**src/sv/chunked_sparse_value_map_assert.svh**
```systemverilog
// Assertion macros for the chunked sparse value map.
// Each macro takes a label, a clock, an active-low reset, a condition and a consequence.
`ifndef CHUNKED_SPARSE_VALUE_MAP_ASSERT_SVH
`define CHUNKED_SPARSE_VALUE_MAP_ASSERT_SVH

`ifndef SYNTHESIS

`define CSVM_ASSERT_SAME(label, clk, rst_n, cond, cons) \
	label: assert property (@(posedge clk) disable iff (!rst_n) (cond) |-> (cons)) \
		else $error("csvm: same-cycle check failed");

`define CSVM_ASSERT_NEXT(label, clk, rst_n, cond, cons) \
	label: assert property (@(posedge clk) disable iff (!rst_n) (cond) |=> (cons)) \
		else $error("csvm: next-cycle check failed");

`else

`define CSVM_ASSERT_SAME(label, clk, rst_n, cond, cons)

`define CSVM_ASSERT_NEXT(label, clk, rst_n, cond, cons)

`endif

`endif

```
**src/sv/csvm_count_store.sv**
```systemverilog
module csvm_count_store #(
	parameter int NCH = 256,
	parameter int CW  = 8,
	parameter int SW  = 7
) (
	input  logic          clk,
	input  logic          arst_n,
	input  logic          we,
	input  logic [CW-1:0] waddr,
	input  logic [SW-1:0] wdata,
	input  logic [CW-1:0] raddr,
	output logic [SW-1:0] rdata
);

	logic [SW-1:0]  mem [NCH];
	logic [NCH-1:0] valid_q;
	logic [SW-1:0]  rdata_q;
	logic           rvalid_q;

	// A chunk that was never written since reset reads as empty.
	always_ff @(posedge clk or negedge arst_n) begin
		if (!arst_n) begin
			valid_q  <= '0;
			rvalid_q <= 1'b0;
		end else begin
			if (we) begin
				valid_q[waddr] <= 1'b1;
			end
			rvalid_q <= valid_q[raddr];
		end
	end

	always_ff @(posedge clk) begin
		if (we) begin
			mem[waddr] <= wdata;
		end
		rdata_q <= mem[raddr];
	end

	assign rdata = rvalid_q ? rdata_q : '0;

endmodule

```
**config.mk**
```make
export PLATFORM = sky130hd
export DESIGN_NAME = csvm_count_store
export DESIGN_NICKNAME = d
export VERILOG_FILES = /design/src/sv/chunked_sparse_value_map_assert.svh /design/src/sv/csvm_count_store.sv
export SDC_FILE = /design/constraint.sdc
export NUM_CORES = 2
export LEC_CHECK = 0
export BUFFER_PORTS_ARGS = -buffer_cell sky130_fd_sc_hd__buf_2
export CAP_MARGIN = 20
export CELL_PAD_IN_SITES_DETAIL_PLACEMENT = 1
export CELL_PAD_IN_SITES_GLOBAL_PLACEMENT = 2
export CORE_ASPECT_RATIO = 1.25
export CORE_MARGIN = 3
export CORE_UTILIZATION = 25
export CTS_CLUSTER_SIZE = 12
export DETAILED_ROUTE_END_ITERATION = 7
export PLACE_DENSITY_LB_ADDON = 0.1
export SLEW_MARGIN = 10
export SYNTH_ARGS = -nofsm -noshare
export SYNTH_HDL_FRONTEND = slang
export SYNTH_SLANG_ARGS = --single-unit
export TNS_END_PERCENT = 50
```
**constraint.sdc**
```tcl
create_clock -name clk -period 2.47 [get_ports clk]
set_input_delay 0.494 -clock clk [delete_from_list [all_inputs] [get_ports clk]]
set_output_delay 0.494 -clock clk [all_outputs]
set_load 0.02 [all_outputs]
```
* Word level (Yosys, flattened, before mapping) *
Memory sizes are Yosys's and may differ from the RTL's. A register that Yosys moved wholly into a read port is not among the register bits.
Index checks and enable logic that the tools add are counted.

storage, ports and cells
  register bits after elaboration = 257
  memories = 1
  bits of input ports = 26
  word-level logic and storage cells = 15
  output and inout port bits = 7
  memory bits (writable) = 1792

memory list
  memory  words  width  read ports  clocked after Yosys merged registers in  write ports  RTL line                source
  mem     256    7      1           1                                        1            csvm_count_store.sv:15  logic [SW-1:0] mem [NCH];

operators by class
  reduce and logical (&&, ||, !) cells = 1
  magnitude comparators = 3
  bitwise gates (word level) = 1
  multiplexer cells = 7

operator list
  cell                                                                          count
  256-bit bitwise OR                                                            1
  8-bit by 9-bit less-than comparator with 1-bit output, second input constant  2
  1-bit binary-select mux with 8-bit select                                     1
  1-bit demux with 8-bit select                                                 1
  8-bit by 1-bit >= comparator with 1-bit output, second input constant         1
  7-bit 2-to-1 mux                                                              1
  1-bit 2-to-1 mux                                                              4
  1-bit logical AND                                                             1

* Logic depth before layout (Yosys ltp) *
  depth in word-level cells = 5
  depth in mapped cells = 12
  depth with buffers taken out = 6

* Worst setup path before layout *
OpenSTA, ideal clock, no wires.

  path type = input port to flip-flop
  from = input raddr[0]
  to = register rdata_q[1], read port of mem
  library setup time = 0.124 ns
  stages on the path = 9
  path buffers = 3
  data required time = 2.346 ns
  arrival time = 2.278 ns
  setup slack = 0.068 ns
  cells stage by stage = buf_6 > buf_6 > buf_2 > mux4_2 > a22oi_1 > a21oi_1 > or2_2 > o22ai_1 > nor3_1

RTL lines
  item                RTL line                source
  start: declaration  csvm_count_store.sv:11  input logic [CW-1:0] raddr,
  end: declaration    csvm_count_store.sv:17  logic [SW-1:0] rdata_q;

==> flow_summary.html <==
<table>
<tr><th>Metric</th><th>Value</th></tr>
<tr><th colspan="2">Run status</th></tr>
<tr><td>Run status</td><td>completed</td></tr>
<tr><th colspan="2">CTS</th></tr>
<tr><td>Root buffer cell</td><td>clkbuf_16</td></tr>
<tr><td>Clock transition time at the flip-flop clock pins of the worst setup and hold paths</td><td>~0.060 ns</td></tr>
<tr><td>CTS buffer count</td><td>233</td></tr>
<tr><td>Number of H-tree levels</td><td>4</td></tr>
<tr><td>Deepest clock path buffer count</td><td>4</td></tr>
<tr><td>Clock network latency to the later pin of the worst-skew pair</td><td>~0.90 ns</td></tr>
<tr><td>Clock sink total</td><td>2056</td></tr>
<tr><td>TritonCTS clock tree</td><td>done</td></tr>
<tr><th colspan="2">Synthesis</th></tr>
<tr><td>Most frequent cells after synthesis</td><td>edfxtp_1, mux4_2, nor2_1</td></tr>
<tr><td>Post-synthesis cell count</td><td>4026</td></tr>
<tr><td>Flip-flop and latch count after synthesis</td><td>2056</td></tr>
<tr><td>Most numerous cell in the Yosys netlist</td><td>edfxtp_1</td></tr>
<tr><td>Count of unique library cells instantiated by Yosys</td><td>54</td></tr>
<tr><td>Number of warnings issued by yosys</td><td>0</td></tr>
<tr><td>Average cell area after synthesis</td><td>19.8 um^2</td></tr>
<tr><td>Synth top area cells</td><td>edfxtp_1, mux4_2, dfrtp_1</td></tr>
<tr><td>Fraction of post-synthesis cell area in the top cell type by area</td><td>approximately two thirds</td></tr>
<tr><td>Primary FF master, synth</td><td>edfxtp_1</td></tr>
<tr><td>Post-Syn Nets</td><td>approximately 4000</td></tr>
<tr><td>Portion of the post-synthesis area used by sequential elements</td><td>about three quarters</td></tr>
<tr><td>Number of flops mapped to enable cells by yosys</td><td>1792</td></tr>
<tr><td>Async set or reset register ratio after synthesis</td><td>approximately an eighth</td></tr>
<tr><td>Cell type contributing the most total cell area after synthesis</td><td>edfxtp_1</td></tr>
<tr><td>Cell Area, Synth</td><td>79900 um^2</td></tr>
<tr><th colspan="2">Global routing</th></tr>
<tr><td>Initial antenna violation count</td><td>18</td></tr>
<tr><td>Pin count of the biggest net entering global routing</td><td>104</td></tr>
<tr><td>Total GRT Usage</td><td>16.0%</td></tr>
<tr><td>Wire length of the first global-routing pass</td><td>372 mm</td></tr>
<tr><td>Number of global-route vias before repair</td><td>around 46000</td></tr>
<tr><td>Residual overflow from global routing</td><td>0</td></tr>
<tr><th colspan="2">Layout</th></tr>
<tr><td>Area of all sequential standard cells</td><td>60400 um^2</td></tr>
<tr><td>Synth-to-layout area growth</td><td>24.7%</td></tr>
<tr><td>Fraction of layout instances using a drive strength above 1</td><td>38.0%</td></tr>
<tr><td>Number of nets at the end of the flow</td><td>4898</td></tr>
<tr><td>Final instance area</td><td>approximately 100000 um^2</td></tr>
<tr><td>Post-Layout Cell Count</td><td>9265</td></tr>
<tr><td>Fill cells</td><td>32079</td></tr>
<tr><td>Area occupied by multi-input gates</td><td>18200 um^2</td></tr>
<tr><th colspan="2">Timing</th></tr>
<tr><td>Largest clock skew in the final design</td><td>slightly above 0.06 ns</td></tr>
<tr><td>Final total negative setup slack</td><td>0 ns</td></tr>
<tr><td>Worst hold slack</td><td>0.115 ns</td></tr>
<tr><td>Max-slew headroom</td><td>32.4%</td></tr>
<tr><td>Slew at the pin closest to its max-slew limit</td><td>1.01 ns</td></tr>
<tr><td>Final clock period utilization by the worst path</td><td>about 100%</td></tr>
<tr><td>Post-layout minimum cycle time</td><td>2.47 ns</td></tr>
<tr><td>Final number of setup-violating endpoints</td><td>0</td></tr>
<tr><td>Hold violation count in the final report</td><td>0</td></tr>
<tr><td>Setup repair after global routing missed its margin</td><td>yes</td></tr>
<tr><td>Highest clock frequency the design can meet</td><td>around 0.41 GHz</td></tr>
<tr><td>Final-report max-slew violation count</td><td>0</td></tr>
<tr><th colspan="2">Placement</th></tr>
<tr><td>Post-Place Cells</td><td>just under 9000</td></tr>
<tr><td>Instance area at placement</td><td>91800 um^2</td></tr>
<tr><td>HPWL after detailed placement</td><td>approximately 180 mm</td></tr>
<tr><td>Number of buffers inserted by port buffering</td><td>32</td></tr>
<tr><td>Gpl congestion</td><td>0.762</td></tr>
<tr><th colspan="2">Routing</th></tr>
<tr><td>Max Used Layer</td><td>met5</td></tr>
<tr><td>Length of routed met2 wiring</td><td>137 mm</td></tr>
<tr><td>Avg Vias per Cell</td><td>4.48</td></tr>
<tr><td>Number of design rule violations left after detail routing</td><td>0</td></tr>
<tr><td>Total vias in the final route</td><td>41541</td></tr>
<tr><td>Average detailed-routed wire length per instance</td><td>approximately 28 um</td></tr>
<tr><td>Met1 wire length</td><td>113 mm</td></tr>
<tr><td>Post-detailed-route count of antenna-violating nets</td><td>0</td></tr>
<tr><td>Met3 layer wire length in the routed design</td><td>7.72 mm</td></tr>
<tr><td>First DRT Iteration DRCs</td><td>2779</td></tr>
<tr><td>1st-pass router iterations</td><td>5</td></tr>
<tr><td>Final routed wirelength across all metal layers</td><td>263 mm</td></tr>
<tr><th colspan="2">Setup path</th></tr>
<tr><td>Top fanout value on the critical path</td><td>19</td></tr>
<tr><td>Critical Path RT</td><td>3.24 ns</td></tr>
<tr><td>Crit path kind</td><td>in2reg</td></tr>
<tr><td>CP endpoint kind</td><td>register</td></tr>
<tr><td>Critical Path Source Type</td><td>input pin</td></tr>
<tr><td>Arr. time, crit path</td><td>roughly 3.2 ns</td></tr>
<tr><th colspan="2">Die</th></tr>
<tr><td>Area enclosed by the die boundary</td><td>326000 um^2</td></tr>
<tr><td>Placeable core area</td><td>317000 um^2</td></tr>
<tr><td>Ports</td><td>33</td></tr>
<tr><td>Die extent in y</td><td>638 um</td></tr>
<tr><td>Floorplan die width</td><td>slightly above 500 um</td></tr>
<tr><td>Initial Util</td><td>25.2%</td></tr>
<tr><td>Placement Rows</td><td>231</td></tr>
<tr><th colspan="2">Pwr</th></tr>
<tr><td>Leakage</td><td>34.7 nW</td></tr>
<tr><td>Peak supply drop</td><td>0.562 mV</td></tr>
<tr><td>Total power divided by cell area</td><td>between 700 and 800 nW/um^2</td></tr>
<tr><td>Overall power consumption</td><td>78.4 mW</td></tr>
<tr><th colspan="2">Flow run</th></tr>
<tr><td>Maxcap violations</td><td>0</td></tr>
<tr><th colspan="2">Worst hold path</th></tr>
<tr><td>Hold Path Class</td><td>in2reg</td></tr>
</table>
[sequential cells by signal, indices dropped and copies added, names as in the netlist]
signal and flops:
mem 1792, rdata_q 7, rvalid_q 1, valid_q 256
[report_power, final]
part / switching (mW) / internal, mW / total (mW)
Clock: 14.3 / 20.7 / 35.0
Sequential: 0.181 / 38.2 / 38.4
Combinational: 2.87 / 2.14 / 5.01
Total: 17.3 / 61.0 / 78.4
[placed cells by master, fill, tap and decap left out, types with 10 or more instances in the layout]
cell       count
clkbuf_16    238
nand4_1       14
mux2i_1      146
nor3_1        15
or2_2        267
clkinv_2      40
clkbuf_8      30
buf_2         21
bufinv_16     21
nand2_1       51
nand3_1       19
buf_12       135
buf_4        670
nand2b_1      11
edfxtp_1    1792
o22ai_1       40
clkbuf_1      68
nor4_1        11
nor2b_1       13
a211oi_1      16
a21oi_1       93
o221ai_1      38
dfrtp_1      256
a22oi_1      183
buf_8         10
nor2_1       278
clkinv_1      23
mux4_2       440
[cell type report]
cell class / instances / area share (%)
antenna: 6 / 0.0151
clock buffer: 336 / 6.65
clock inverter: 92 / 1.00
inverter: 2 / 0.00754
multi-input combinational: 1734 / 18.3
sequential: 2056 / 60.6
tap: 4194 / 5.27
timing repair buffer: 845 / 8.14
[worst paths after layout]
kind | end | slack, ns | cells past startpoint | from
max reg2reg | rdata_q[4]$_DFF_P_ | 0.05 | 8 | mem[7][4]$_DFFE_PP_
max in group asynchronous | valid_q[91]$_DFFE_PN0P_ | 1.48 | 3 | arst_n
min in group asynchronous | valid_q[167]$_DFFE_PN0P_ | 0.20 | 2 | arst_n
min | mem[100][2]$_DFFE_PP_ | 0.12 | 1 | wdata[2]
min reg2reg | valid_q[194]$_DFFE_PN0P_ | 0.46 | 1 | valid_q[194]$_DFFE_PN0P_
max | rdata_q[4]$_DFF_P_ | 0.003 | 11 | raddr[0]
[layer usage]
| metal | vias up | track usage [%] |
|---|---|---|
| li1 | 18048 | - |
| met1 | 22582 | 20.5 |
| met2 | 608 | 28.7 |
| met3 | 301 | 2.00 |
| met4 | 2 | 3.58 |
| met5 | - | 0 |
[repair_timing]
item / in CTS / in global routing
hold buffers: 7 / 0
setup buffers: 1 / 0
cloned: 0 / 0
endpoints found under the setup margin: 11 / 5
endpoints found under the hold margin: 144 / 0
resized for setup: 22 / 5
[worst max-delay path, stage by stage]
cell and delay (ns):
buf_8 0.20, buf_16 0.27, buf_12 0.22, mux4_2 0.52
a22o_1 0.25, a221oi_2 0.29, buf_4 0.17, o21ai_0 0.15
nor4_1 0.35, buf_4 0.19, nor4_1 0.05
[stage by stage]
step	setup WS, ns	utilization, %
2_1_floorplan	0.0678	-
3_3_place_gp	-2.11	28.9
3_5_place_dp	-1.33	28.9
4_1_cts	0.0130	31.4
5_1_grt	-0.00520	31.4
6_report	0.00278	31.4
[kinds of logic (layout without fill, tap and decap cells)]
logic type             Yosys count  after routing  synth area share [%]
AOI/OAI and AO/OA              416            416                  3.64
buffers and inverters          236           1275                  1.88
DFF                           2056           2056                  75.6
muxes                          587            587                  14.2
other                            0              6                     0
and+or+nand+nor                731            731                  4.65
(Power assumes the default switching activity.)
