### src/sv/chunked_sparse_value_map_assert.svh
// Assertion macros for the chunked sparse value map.
// Each macro takes a label, a clock, an active-low reset, a condition and a consequence.
`ifndef CHUNKED_SPARSE_VALUE_MAP_ASSERT_SVH
`define CHUNKED_SPARSE_VALUE_MAP_ASSERT_SVH

`ifndef SYNTHESIS

`define CSVM_ASSERT_SAME(label, clk, rst_n, cond, cons) \
	label: assert property (@(posedge clk) disable iff (!rst_n) (cond) |-> (cons)) \
		else $error("csvm: same-cycle check failed");

`define CSVM_ASSERT_NEXT(label, clk, rst_n, cond, cons) \
	label: assert property (@(posedge clk) disable iff (!rst_n) (cond) |=> (cons)) \
		else $error("csvm: next-cycle check failed");

`else

`define CSVM_ASSERT_SAME(label, clk, rst_n, cond, cons)

`define CSVM_ASSERT_NEXT(label, clk, rst_n, cond, cons)

`endif

`endif

### src/sv/csvm_pkg.sv
package csvm_pkg;

	localparam int VAL_W       = 16;
	localparam int OFS_W       = 8;
	localparam int ENTRY_W     = 24;
	localparam int LEN_W       = 17;
	localparam int CHUNK_SPAN  = 256;
	localparam int MAX_CHUNKS  = 256;

	localparam logic [VAL_W-1:0] ABSENT    = 16'hFFFF;
	localparam logic [LEN_W-1:0] LEN_RESET = 17'h10000;

	localparam int NUM_CHUNKS_DEF  = 256;
	localparam int CHUNK_SLOTS_DEF = 64;

	localparam logic [1:0] OP_READ  = 2'd0;
	localparam logic [1:0] OP_WRITE = 2'd1;
	localparam logic [1:0] OP_ERASE = 2'd2;
	localparam logic [1:0] OP_NOP   = 2'd3;

	typedef enum logic [1:0] {
		ST_OK     = 2'd0,
		ST_ABSENT = 2'd1,
		ST_FULL   = 2'd2,
		ST_RANGE  = 2'd3
	} status_t;

	typedef enum logic [2:0] {
		S_IDLE,
		S_CNT,
		S_SEARCH,
		S_ACT,
		S_SHIFT,
		S_DONE
	} state_t;

	typedef struct packed {
		logic [1:0]       operation;
		logic [VAL_W-1:0] index;
		logic [VAL_W-1:0] value;
	} req_t;

	typedef struct packed {
		logic [VAL_W-1:0] read_value;
		logic [1:0]       status;
	} rsp_t;

	// Chunks beyond the reach of a 16-bit index are never addressed.
	function automatic int eff_chunks(input int n);
		return (n > MAX_CHUNKS) ? MAX_CHUNKS : n;
	endfunction

	function automatic int width_of(input int n);
		return (n > 1) ? $clog2(n) : 1;
	endfunction

endpackage

### src/sv/csvm_ctrl.sv
module csvm_ctrl #(
	parameter int NUM_CHUNKS  = 256,
	parameter int CHUNK_SLOTS = 64,
	parameter int CW          = 8,
	parameter int SW          = 7,
	parameter int AW          = 14
) (
	input  logic                         clk,
	input  logic                         arst_n,
	input  logic                         req_valid,
	output logic                         req_stall,
	input  csvm_pkg::req_t               req,
	input  logic [csvm_pkg::LEN_W-1:0]   len,
	output logic [CW-1:0]                cnt_raddr,
	input  logic [SW-1:0]                cnt_rdata,
	output logic                         cnt_we,
	output logic [CW-1:0]                cnt_waddr,
	output logic [SW-1:0]                cnt_wdata,
	output logic [AW-1:0]                ent_raddr,
	input  logic [csvm_pkg::ENTRY_W-1:0] ent_rdata,
	output logic                         ent_we,
	output logic [AW-1:0]                ent_waddr,
	output logic [csvm_pkg::ENTRY_W-1:0] ent_wdata,
	output logic                         res_valid,
	output csvm_pkg::rsp_t               res,
	input  logic                         res_take
);

	csvm_pkg::state_t                  state_q, state_d;
	logic                              pend_q, pend_d;
	logic [1:0]                        op_q, op_d;
	logic [csvm_pkg::OFS_W-1:0]        ofs_q, ofs_d;
	logic [csvm_pkg::VAL_W-1:0]        val_q, val_d;
	logic [CW-1:0]                     chunk_q, chunk_d;
	logic [AW-1:0]                     base_q, base_d;
	logic [SW-1:0]                     cnt_q, cnt_d;
	logic [SW-1:0]                     rd_ptr_q, rd_ptr_d;
	logic [SW-1:0]                     pend_slot_q, pend_slot_d;
	logic [SW-1:0]                     slot_q, slot_d;
	logic                              found_q, found_d;
	logic [csvm_pkg::VAL_W-1:0]        got_q, got_d;
	csvm_pkg::status_t                 status_q, status_d;
	logic                              out_of_range;

	assign out_of_range = ({1'b0, req.index} >= len)
		|| (32'(req.index[csvm_pkg::VAL_W-1:csvm_pkg::OFS_W]) >= NUM_CHUNKS);

	always_ff @(posedge clk or negedge arst_n) begin
		if (!arst_n) begin
			state_q <= csvm_pkg::S_IDLE;
			pend_q  <= 1'b0;
		end else begin
			state_q <= state_d;
			pend_q  <= pend_d;
		end
	end

	always_ff @(posedge clk) begin
		op_q        <= op_d;
		ofs_q       <= ofs_d;
		val_q       <= val_d;
		chunk_q     <= chunk_d;
		base_q      <= base_d;
		cnt_q       <= cnt_d;
		rd_ptr_q    <= rd_ptr_d;
		pend_slot_q <= pend_slot_d;
		slot_q      <= slot_d;
		found_q     <= found_d;
		got_q       <= got_d;
		status_q    <= status_d;
	end

	always_comb begin
		state_d     = state_q;
		pend_d      = pend_q;
		op_d        = op_q;
		ofs_d       = ofs_q;
		val_d       = val_q;
		chunk_d     = chunk_q;
		base_d      = base_q;
		cnt_d       = cnt_q;
		rd_ptr_d    = rd_ptr_q;
		pend_slot_d = pend_slot_q;
		slot_d      = slot_q;
		found_d     = found_q;
		got_d       = got_q;
		status_d    = status_q;

		req_stall = (state_q != csvm_pkg::S_IDLE);
		cnt_raddr = req.index[csvm_pkg::OFS_W +: CW];
		cnt_we    = 1'b0;
		cnt_waddr = chunk_q;
		cnt_wdata = cnt_q;
		ent_raddr = base_q + AW'(rd_ptr_q);
		ent_we    = 1'b0;
		ent_waddr = base_q + AW'(slot_q);
		ent_wdata = {ofs_q, val_q};
		res_valid = 1'b0;

		unique case (state_q)
			csvm_pkg::S_IDLE: begin
				if (req_valid) begin
					op_d    = req.operation;
					ofs_d   = req.index[csvm_pkg::OFS_W-1:0];
					val_d   = req.value;
					chunk_d = req.index[csvm_pkg::OFS_W +: CW];
					base_d  = AW'(32'(req.index[csvm_pkg::OFS_W +: CW]) * CHUNK_SLOTS);
					if (out_of_range) begin
						got_d    = csvm_pkg::ABSENT;
						status_d = csvm_pkg::ST_RANGE;
						state_d  = csvm_pkg::S_DONE;
					end else begin
						state_d = csvm_pkg::S_CNT;
					end
				end
			end
			csvm_pkg::S_CNT: begin
				cnt_d    = cnt_rdata;
				rd_ptr_d = '0;
				pend_d   = 1'b0;
				found_d  = 1'b0;
				got_d    = csvm_pkg::ABSENT;
				status_d = csvm_pkg::ST_OK;
				state_d  = csvm_pkg::S_SEARCH;
			end
			csvm_pkg::S_SEARCH: begin
				// Reads are issued one slot ahead of the compare.
				if (pend_q && (ent_rdata[csvm_pkg::ENTRY_W-1:csvm_pkg::VAL_W] == ofs_q)) begin
					found_d = 1'b1;
					slot_d  = pend_slot_q;
					got_d   = ent_rdata[csvm_pkg::VAL_W-1:0];
					pend_d  = 1'b0;
					state_d = csvm_pkg::S_ACT;
				end else if (rd_ptr_q < cnt_q) begin
					pend_d      = 1'b1;
					pend_slot_d = rd_ptr_q;
					rd_ptr_d    = rd_ptr_q + SW'(1);
				end else if (pend_q) begin
					pend_d = 1'b0;
				end else begin
					state_d = csvm_pkg::S_ACT;
				end
			end
			csvm_pkg::S_ACT: begin
				rd_ptr_d = slot_q + SW'(1);
				pend_d   = 1'b0;
				state_d  = csvm_pkg::S_DONE;
				unique case (op_q)
					csvm_pkg::OP_WRITE: begin
						if (got_q == val_q) begin
							state_d = csvm_pkg::S_DONE;
						end else if (val_q == csvm_pkg::ABSENT) begin
							state_d = csvm_pkg::S_SHIFT;
						end else if (found_q) begin
							ent_we = 1'b1;
						end else if (cnt_q >= SW'(CHUNK_SLOTS)) begin
							status_d = csvm_pkg::ST_FULL;
						end else begin
							ent_we    = 1'b1;
							ent_waddr = base_q + AW'(cnt_q);
							cnt_we    = 1'b1;
							cnt_wdata = cnt_q + SW'(1);
						end
					end
					csvm_pkg::OP_ERASE: begin
						if (found_q) begin
							state_d = csvm_pkg::S_SHIFT;
						end else begin
							status_d = csvm_pkg::ST_ABSENT;
						end
					end
					default: begin
						state_d = csvm_pkg::S_DONE;
					end
				endcase
			end
			csvm_pkg::S_SHIFT: begin
				// Entry j is written to slot j-1 in the cycle after it is read.
				if (pend_q) begin
					ent_we    = 1'b1;
					ent_waddr = base_q + AW'(pend_slot_q - SW'(1));
					ent_wdata = ent_rdata;
				end
				if (rd_ptr_q < cnt_q) begin
					pend_d      = 1'b1;
					pend_slot_d = rd_ptr_q;
					rd_ptr_d    = rd_ptr_q + SW'(1);
				end else begin
					pend_d = 1'b0;
					if (!pend_q) begin
						cnt_we    = 1'b1;
						cnt_wdata = cnt_q - SW'(1);
						state_d   = csvm_pkg::S_DONE;
					end
				end
			end
			csvm_pkg::S_DONE: begin
				res_valid = 1'b1;
				if (res_take) begin
					state_d = csvm_pkg::S_IDLE;
				end
			end
			default: begin
				state_d = csvm_pkg::S_IDLE;
			end
		endcase
	end

	assign res.read_value = got_q;
	assign res.status     = status_q;

endmodule

### config.mk
export PLATFORM = sky130hd
export DESIGN_NAME = csvm_ctrl
export DESIGN_NICKNAME = d
export VERILOG_FILES = /design/src/sv/chunked_sparse_value_map_assert.svh /design/src/sv/csvm_pkg.sv /design/src/sv/csvm_ctrl.sv
export SDC_FILE = /design/constraint.sdc
export NUM_CORES = 1
export LEC_CHECK = 0
export BUFFER_PORTS_ARGS = -buffer_cell sky130_fd_sc_hd__buf_2
export CAP_MARGIN = 25
export CORE_MARGIN = 10
export CORE_UTILIZATION = 40
export CTS_CLUSTER_SIZE = 8
export DETAILED_ROUTE_END_ITERATION = 8
export PLACE_DENSITY = 0.67
export REMOVE_ABC_BUFFERS = 1
export SYNTH_ARGS = -nofsm -noshare
export SYNTH_HDL_FRONTEND = slang
export SYNTH_SLANG_ARGS = --single-unit
### constraint.sdc
create_clock -name clk -period 3.5 [get_ports clk]
set_clock_uncertainty 0.2 [all_clocks]
set_input_delay 0.7 -clock clk [delete_from_list [all_inputs] [get_ports clk]]
set_output_delay 0.7 -clock clk [all_outputs]
set_load 0.005 [all_outputs]
Word-level counts from Yosys, hierarchy flattened:

Index checks and enable logic that the tools add are counted.

* memories kept: 0
* register bits: 85
* RAM bits: 0
* ROM bits: 0
* bits in latches: 0

* muxes and demuxes: 69
* bitwise logic cells: 0
* reductions and logical operators: 18
* multipliers: 0
* shift-type cells: 0
* $lt $le $gt $ge: 3
* add/subtract/negate cells: 9
* div/mod/pow operators: 0
* eq/ne operators: 25

Operators with widths (count)
* 14-bit two-way mux: 6
* 7-bit two-way mux: 11
* 16-bit two-way mux: 3
* 24-bit two-way mux: 2
* 16-bit one-hot mux with 3 select lines: 1
* 14-bit by 7-bit adder with 14-bit output: 3
* 14-bit one-hot mux with 2 select lines: 1
* 7-bit one-hot mux with 2 select lines: 2
* 7-bit one-hot mux with 4 select lines: 1
* 3-bit two-way mux: 8
* 7-bit by 1-bit adder with 7-bit output (second input constant): 3
* 3-bit inequality test (second input constant): 7
* 1-bit two-way mux: 19
* 3-bit one-hot mux with 6 select lines: 1
* 16-bit by 17-bit >= comparator with 1-bit output: 1
* 16-bit equality test: 1
* 16-bit equality test (second input constant): 1
* 14-bit adder: 1
* 2-bit two-way mux: 7
* 2-bit inequality test (second input constant): 7
* 3-bit nonzero test: 4
* 2-bit AND reduction: 5
* 9-bit AND reduction: 1
* 8-bit equality test: 1
* other kinds (22): 27

Longest topological paths before layout:

Gate-level depths: netlist of the first run.

* depth in word-level cells: 7
* gate-level depth with buffers: 14

Least setup slack after synthesis of the first run:

OpenSTA, ideal clock, no wires.

* path type: register to output
* start point: register pend_slot_q[5]
* end point: output port ent_waddr[11]
* path slack: -343 ps
* stages on the path, launching flop included: 11
* arrival: 2943 ps
* cells stage by stage: edfxtp_1 > or4_4 > or4_4 > inv_1 > ha_1 > a21o_1 > a21oi_1 > nor2_1 > or4_1 > a41oi_1 > o211ai_1

* cells in the longest elaborated chain, start to end: 4

RTL lines
* start: declaration: line csvm_ctrl.sv:38 `logic [SW-1:0] pend_slot_q, pend_slot_d;`
* start signal: assignment: line csvm_ctrl.sv:66 `pend_slot_q <= pend_slot_d;`
* 7-bit by 1-bit subtractor with 8-bit output: line csvm_ctrl.sv:181 `ent_waddr = base_q + AW'(pend_slot_q - SW'(1));`
* 14-bit adder: line csvm_ctrl.sv:181
* 14-bit two-way mux: line csvm_ctrl.sv:179 `if (pend_q) begin`
* 14-bit one-hot mux with 2 select lines: line csvm_ctrl.sv:100 `unique case (state_q)`
* end: declaration: line csvm_ctrl.sv:22 `output logic [AW-1:0] ent_waddr,`

Every way passes these cells.

Final worst setup path of the first run:

Ends and elaborated chain as after synthesis.

==> run_results.csv, run 1 <==
group,metric,value,unit
run_status,status,"finished, violations left",
run_status,violations,"setup timing",
layout,layout.nets,900,
timing,setup_viol,7,
floorplanning,die_y,142,um
route,drt-vias-per-instance,5.38,
logic_synthesis,ys_ff_latch,85,
route,drtPass1Iterations,5,
placed_design,dpl_cell_area,7200,sq um
pwr,leakage,3.27,nW
grt,grt-ovfl-total,0,
clocking,clockBufferDepth,2,
floorplanning,die_width,142,um
logic_synthesis,syn_area,5930,sq um
grt,groute.layer.met3.usage,0.0514,
timing,rsz0062_at_grt,"yes",
placed_design,gp_congestion,0.959,
pwr,powerDensity,682,nW/um^2
clocking,clock_sinks,85,
hold_path,hold_start,"req[12]",
critical_path,worstPathMaxFanout,2,
critical_path,cp_top_family,"simple AND/OR/NAND/NOR gates",
logic_synthesis,syn_avg_cell_area,10.5,sq um
floorplanning,io_pins,183,
floorplanning,start_util,0.408,
placed_design,placed_cells,940,
timing,period_needed,4.16,ns
critical_path,slowest_stage,"or4_4",
layout,num_antenna_cells,0,
logic_synthesis,synth_cell_types,66,
route,drc_errors,0,
critical_path,worstPathRequired,2.60,ns
logic_synthesis,ys_async_sr_fraction,0.0471,
timing,max_freq,240,MHz
critical_path,crit_path_frequent_cell,"or4_4",
clocking,clk_latency,0.34,ns
logic_synthesis,ys_seq_area_frac,0.427,
route,drt-initial-drc-count,283,
grt,use_met2,0.307,
critical_path,cpPeakStageDelay,0.54,ns
layout,final_cell_area,7620,sq um
placed_design,post-dp-hpwl,15300,um
logic_synthesis,synthFlopType,"edfxtp_1",
timing,hold_ws,0.327,ns
clocking,path_clk_slew,0.07,ns
logic_synthesis,synth_top_area_share,0.410,
logic_synthesis,yosysTopAreaCell,"edfxtp_1",
grt,grt_use_met1,0.211,
critical_path,r2r-end,"pend_slot_q[4]",
critical_path,crit_chain,"or4_4, or4_4, inv_4, ha_4, a21o_1, a21oi_2, nor2_1, or4_4, a41oi_2, o211ai_1, buf_2",
floorplanning,num_rows,44,
grt,grt_pass1_wl,28800,um
grt,grt_pass1_vias,5369,
clocking,ctsRootBufferMaster,"clkbuf_16",
timing,setup_slack,-0.663,ns
logic_synthesis,synth_common_cells,"81 x edfxtp_1, 44 x inv_1, 41 x ha_1",
logic_synthesis,synth_edf_count,81,
route,ant_nets,0,
grt,grt-busiest-layer,"met2",
timing,worst_slew_pin_slew,0.863,ns
timing,drv_slew,0,
clocking,cts_tree,"yes",
clocking,cts_max_level,3,
critical_path,regToRegSetupSlack,0.74,ns
timing,fin_crit_sh,1.19,
grt,grtUsageTotal,0.179,
timing,hold_violations,0,
critical_path,worstPathArrival,3.26,ns
critical_path,r2r.worst_path.cells,7,
job,maxCapViolations,0,
timing,relSlewSlack,0.425,
layout,nFillCells,1339,
placed_design,portBuffers,182,
critical_path,endpoint_kind,"output pin",
layout,drive_gt1_frac,0.394,
logic_synthesis,ys_top_cells_by_area,"edfxtp_1 41%, ha_1 8.7%, xnor2_1 5.6%",
pwr,ir_worst_vdd,0.000249,V
layout,final_util,0.524,
hold_path,hold_end,"val_q[12]",
pwr,power,5.20,mW
layout,syn2layout_area_growth,28.6,%
critical_path,startpoint_type,"register",
floorplanning,die_area,20100,sq um
floorplanning,core_area,14500,sq um
logic_synthesis,synthCells,564,
route,routed_wl,18800,um
layout,fin_cells,961,
hold_path,hold_depth,1,
critical_path,r2r_start,"rd_ptr_q[6]",
route,drt-wirelength-per-cell,19.6,um
route,vias,5169,
grt,antenna_found_initial,0,
clocking,cts_made_buffers,9,
critical_path,critical_path_class,"register to output pin",
grt,grt_start_max_net_pins,35,
critical_path,cp.buffers_inverters,2,
logic_synthesis,yosysWarningCount,0,
hold_path,min_path_type,"input pin to register",
logic_synthesis,yosysMostFrequentCell,"edfxtp_1",
==> metrics by stage <==
stage / setup WS [ns] / setup TNS [ns]
after global routing: -0.788 / -4.43
after floorplan: -0.343 / -2.66
final: -0.663 / -3.62
after CTS: -0.640 / -3.78
after detailed placement: -0.331 / -1.57
after global placement: -0.309 / -1.44
==> registers in the layout, summed over array words and instances (netlist names) <==
name         cells
found_q          1
base_q           8
val_q           16
cnt_q            7
ofs_q            8
slot_q           7
pend_slot_q      7
op_q             2
state_q          3
status_q         2
pend_q           1
rd_ptr_q         7
got_q           16
==> power by group <==
| group | total [mW] | internal [mW] | leakage, nW | switching [mW] |
|---|---|---|---|---|
| combinational | 2.57 | 1.12 | 2.37 | 1.45 |
| clock | 0.892 | 0.482 | 0.134 | 0.410 |
| sequential | 1.74 | 1.51 | 0.765 | 0.232 |
| total | 5.20 | 3.11 | 3.27 | 2.09 |
==> cells by family (layout without fill, tap and decap cells) <==
family	count (synthesis)	after routing	synth area share
xor+xnor	65	65	0.0973
compound gates	99	99	0.114
simple gates	165	165	0.153
buf+inv	78	291	0.0621
fa+ha+maj	42	42	0.0899
flops	85	85	0.427
mux	30	30	0.0557
==> per-layer routing <==
metal | vias up | share of wire
li1 | 2462 | -
met1 | 2467 | 0.40
met2 | 209 | 0.49
met3 | 31 | 0.082
met4 | 0 | 0.021
met5 | - | 0
==> how the worst max path moves through the flow <==
| stage | depth (start not counted) | slack, ns | from | to |
|---|---|---|---|---|
| 4_1_cts | 11 | -0.64 | pend_slot_q[5] | ent_waddr[11] |
| 3_5_place_dp | 11 | -0.33 | pend_slot_q[5] | ent_waddr[11] |
| 5_1_grt | 11 | -0.79 | pend_slot_q[5] | ent_waddr[11] |
| 6_report | 11 | -0.66 | pend_slot_q[5] | ent_waddr[11] |
| 2_1_floorplan | 10 | -0.34 | pend_slot_q[5] | ent_waddr[11] |
| 3_3_place_gp | 11 | -0.31 | pend_slot_q[5] | ent_waddr[11] |
==> worst reg2reg max path: stages (launching register included) <==
cell	delay, ns
edfxtp_1	0.53
ha_1	0.35
a21oi_1	0.14
o21ai_0	0.09
a21oi_1	0.20
buf_4	0.22
inv_1	0.07
nor2_1	0.59
==> timing repair <==
| item | in CTS | in global routing |
|---|---|---|
| pin swaps | 7 | 8 |
| resized for setup | 12 | 9 |
| hold endpoints to repair | 4 | 0 |
| hold buffers | 1 | 0 |
| setup endpoints to repair | 14 | 19 |
| setup buffers | 1 | 4 |
==> cell type report <==
cell class	instances	area, sq um	area share
clock buffers	9	225	0.0296
clock inverters	7	47.5	0.00624
inverters	45	171	0.0225
multi-input cells	401	3130	0.410
flip-flops and latches	85	2530	0.332
well taps	184	230	0.0302
repair buffers	230	1290	0.169
==> layout by cell type, fill, tap and decap left out, types with 3 or more instances in the layout <==
cell / synthesis / final
a21oi_1: 24 / 23
inv_1: 44 / 43
nand2_1: 28 / 28
clkbuf_16: 0 / 9
ha_1: 41 / 37
and4_1: 4 / 4
xnor2_1: 38 / 36
mux2_2: 24 / 24
or3_1: 4 / 4
or4_4: 2 / 3
nand3_1: 16 / 16
ha_4: 0 / 4
a22oi_1: 3 / 3
nand2b_1: 19 / 19
edfxtp_1: 81 / 81
buf_2: 6 / 181
a31oi_1: 6 / 5
a21o_1: 7 / 7
nand2_2: 3 / 3
nor2_1: 39 / 39
o22ai_1: 6 / 6
nand4_1: 14 / 14
nor3_1: 12 / 12
buf_6: 2 / 3
o211ai_1: 4 / 4
buf_4: 14 / 45
dfrtp_1: 4 / 4
a211oi_1: 6 / 6
mux2i_1: 6 / 6
or2_2: 4 / 4
a221o_1: 9 / 9
xnor2_2: 1 / 3
xor2_1: 26 / 26
o21ai_0: 17 / 16
Power figures use the tool's default switching activity.
==> inputs of run 2 (changes only) <==
--- a/config.mk
+++ b/config.mk
@@ -8,10 +8,10 @@
 export BUFFER_PORTS_ARGS = -buffer_cell sky130_fd_sc_hd__buf_2
 export CAP_MARGIN = 25
 export CORE_MARGIN = 10
-export CORE_UTILIZATION = 40
+export CORE_UTILIZATION = 47
 export CTS_CLUSTER_SIZE = 8
 export DETAILED_ROUTE_END_ITERATION = 8
-export PLACE_DENSITY = 0.67
+export PLACE_DENSITY = 0.77
 export REMOVE_ABC_BUFFERS = 1
 export SYNTH_ARGS = -nofsm -noshare
 export SYNTH_HDL_FRONTEND = slang
==> run 2 against run 1 <==
- the run still ends with setup timing left
- final area increased by 0.33%
- utilization is 10 points higher
- first-iteration DRC count increased by 76%
- register-to-register slack worse by 0.04 ns
- total power increased by 2.1%
- critical path type unchanged
- largest cell class unchanged
- highest routed layer unchanged
==> run_results.csv, run 2 (same netlist as run 1, synthesis figures left out) <==
group,metric,value,unit
critical_path,r2r_start,"state_q[1]",
critical_path,worstPathArrival,3.26,ns
floorplanning,io_pins,183,
grt,grt_pass1_vias,5694,
layout,layout.nets,901,
grt,grt_pass1_wl,29600,um
timing,setup_viol,7,
timing,fin_crit_sh,1.19,
grt,grt-ovfl-total,0,
placed_design,gp_congestion,0.958,
route,vias,5371,
placed_design,dpl_cell_area,7180,sq um
pwr,leakage,3.28,nW
timing,period_needed,4.16,ns
layout,drive_gt1_frac,0.392,
timing,hold_violations,0,
clocking,path_clk_slew,0.07,ns
layout,final_cell_area,7650,sq um
timing,drv_slew,0,
route,drt-initial-drc-count,497,
clocking,ctsRootBufferMaster,"clkbuf_16",
timing,setup_slack,-0.655,ns
floorplanning,core_area,12200,sq um
layout,reg.largest.list,"got_q (16), val_q (16)",
critical_path,worstPathRequired,2.60,ns
grt,grt_start_max_net_pins,35,
route,drc_errors,0,
layout,mostFrequentLayoutCells,"181 x buf_2, 81 x edfxtp_1, 45 x buf_4",
timing,worst_slew_pin_slew,0.869,ns
critical_path,slowest_stage,"or4_4",
critical_path,r2r-end,"pend_slot_q[6]",
timing,max_freq,241,MHz
route,drtPass1Iterations,6,
route,drt-wirelength-per-cell,20.0,um
placed_design,portBuffers,182,
pwr,ir_worst_vdd,0.000314,V
hold_path,hold_end,"val_q[7]",
critical_path,r2r.worst_path.cells,8,
floorplanning,die_area,17500,sq um
route,ant_nets,0,
run_status,status,"finished, violations left",
grt,antenna_found_initial,3,
clocking,clockBufferDepth,2,
floorplanning,num_rows,40,
timing,relSlewSlack,0.421,
floorplanning,start_util,0.487,
clocking,cts_max_level,3,
job,maxCapViolations,0,
layout,final_util,0.629,
layout,layout.cells.most_common,"buf_2",
grt,grtUsageTotal,0.209,
pwr,powerDensity,694,nW/um^2
critical_path,regToRegSetupSlack,0.70,ns
floorplanning,die_y,132,um
critical_path,startpoint_type,"register",
critical_path,cpPeakStageDelay,0.54,ns
clocking,cts_tree,"yes",
clocking,clock_sinks,85,
hold_path,hold_depth,1,
clocking,cts_made_buffers,9,
hold_path,min_path_type,"input pin to register",
critical_path,critical_path_class,"register to output pin",
run_status,violations,"setup timing",
route,routed_wl,19000,um
timing,rsz0062_at_grt,"yes",
timing,fin_tns_setup,-3.92,ns
placed_design,post-dp-hpwl,15200,um
critical_path,worstPathMaxFanout,5,
hold_path,hold_start,"req[7]",
clocking,clk_latency,0.35,ns
route,drt-vias-per-instance,5.66,
floorplanning,die_width,132,um
critical_path,endpoint_kind,"output pin",
critical_path,crit_chain,"or4_4, or4_4, inv_4, buf_6, ha_4, a21o_1, a21oi_2, o211ai_1, xnor2_1, nor2_1, a221o_2, buf_6",
layout,syn2layout_area_growth,29.0,%
==> run 2: stage by stage <==
step / setup slack [ns] / power (mW) / cells / hold WS, ns
after floorplan: -0.343 / 3.13 / 531 / 0.204
after global placement: -0.313 / 4.14 / 923 / 0.310
after detailed placement: -0.383 / 4.25 / 923 / 0.310
after CTS: -0.615 / 5.23 / 940 / 0.316
after global routing: -0.769 / 5.61 / 949 / 0.321
final: -0.655 / 5.31 / 949 / 0.326
==> run 2: worst max-delay path, delay by kind of cell, from the launching register on <==
| family | cells | cell delay, ns |
|---|---|---|
| xor gates and xnor gates | 1 | 0.17 |
| adders and majority gates | 1 | 0.21 |
| buffers and inverters | 3 | 0.33 |
| DFF | 1 | 0.38 |
| AOI/OAI and AO/OA | 4 | 0.76 |
| and+or+nand+nor | 3 | 1.06 |
==> run 2: how the worst max path moves through the flow <==
stage / from / to / slack, ns / depth (start not counted)
5_1_grt: pend_slot_q[5] / ent_waddr[11] / -0.77 / 11
3_5_place_dp: pend_slot_q[5] / ent_waddr[11] / -0.38 / 11
3_3_place_gp: pend_slot_q[5] / ent_waddr[11] / -0.31 / 11
2_1_floorplan: pend_slot_q[5] / ent_waddr[11] / -0.34 / 10
6_report: pend_slot_q[5] / ent_waddr[13] / -0.66 / 12
4_1_cts: pend_slot_q[5] / ent_waddr[11] / -0.62 / 11
==> run 2: routing by layer <==
metal,part of all wire,wire [um],up-vias,global-route usage
met2,0.50,9480,311,0.359
met5,0,0,-,0
li1,-,-,2467,-
met1,0.38,7150,2537,0.233
met3,0.095,1790,56,0.0503
met4,0.029,558,0,0.112
==> run 2: timing repair <==
action | CTS | global route
pin swaps | 8 | 7
hold buffers | 1 | 0
endpoints found under the setup margin | 7 | 19
gates resized for setup | 10 | 11
setup buffers | 0 | 6
hold endpoints to repair | 4 | 0
==> run 2: area by class of cell <==
cell class | instances | area (sq um)
Multi-Input combinational cell | 401 | 3130
Inverter | 45 | 171
Fill cell | 996 | 4520
Tap cell | 168 | 210
Sequential cell | 85 | 2530
Antenna cell | 3 | 7.51
Timing Repair Buffer | 231 | 1310
Clock inverter | 5 | 58.8
Clock buffer | 11 | 233
==> run 2: report_power, final <==
part	internal, mW	total (mW)	switching, mW
Clock	0.555	0.955	0.399
Combinational	1.13	2.61	1.48
Sequential	1.51	1.75	0.240
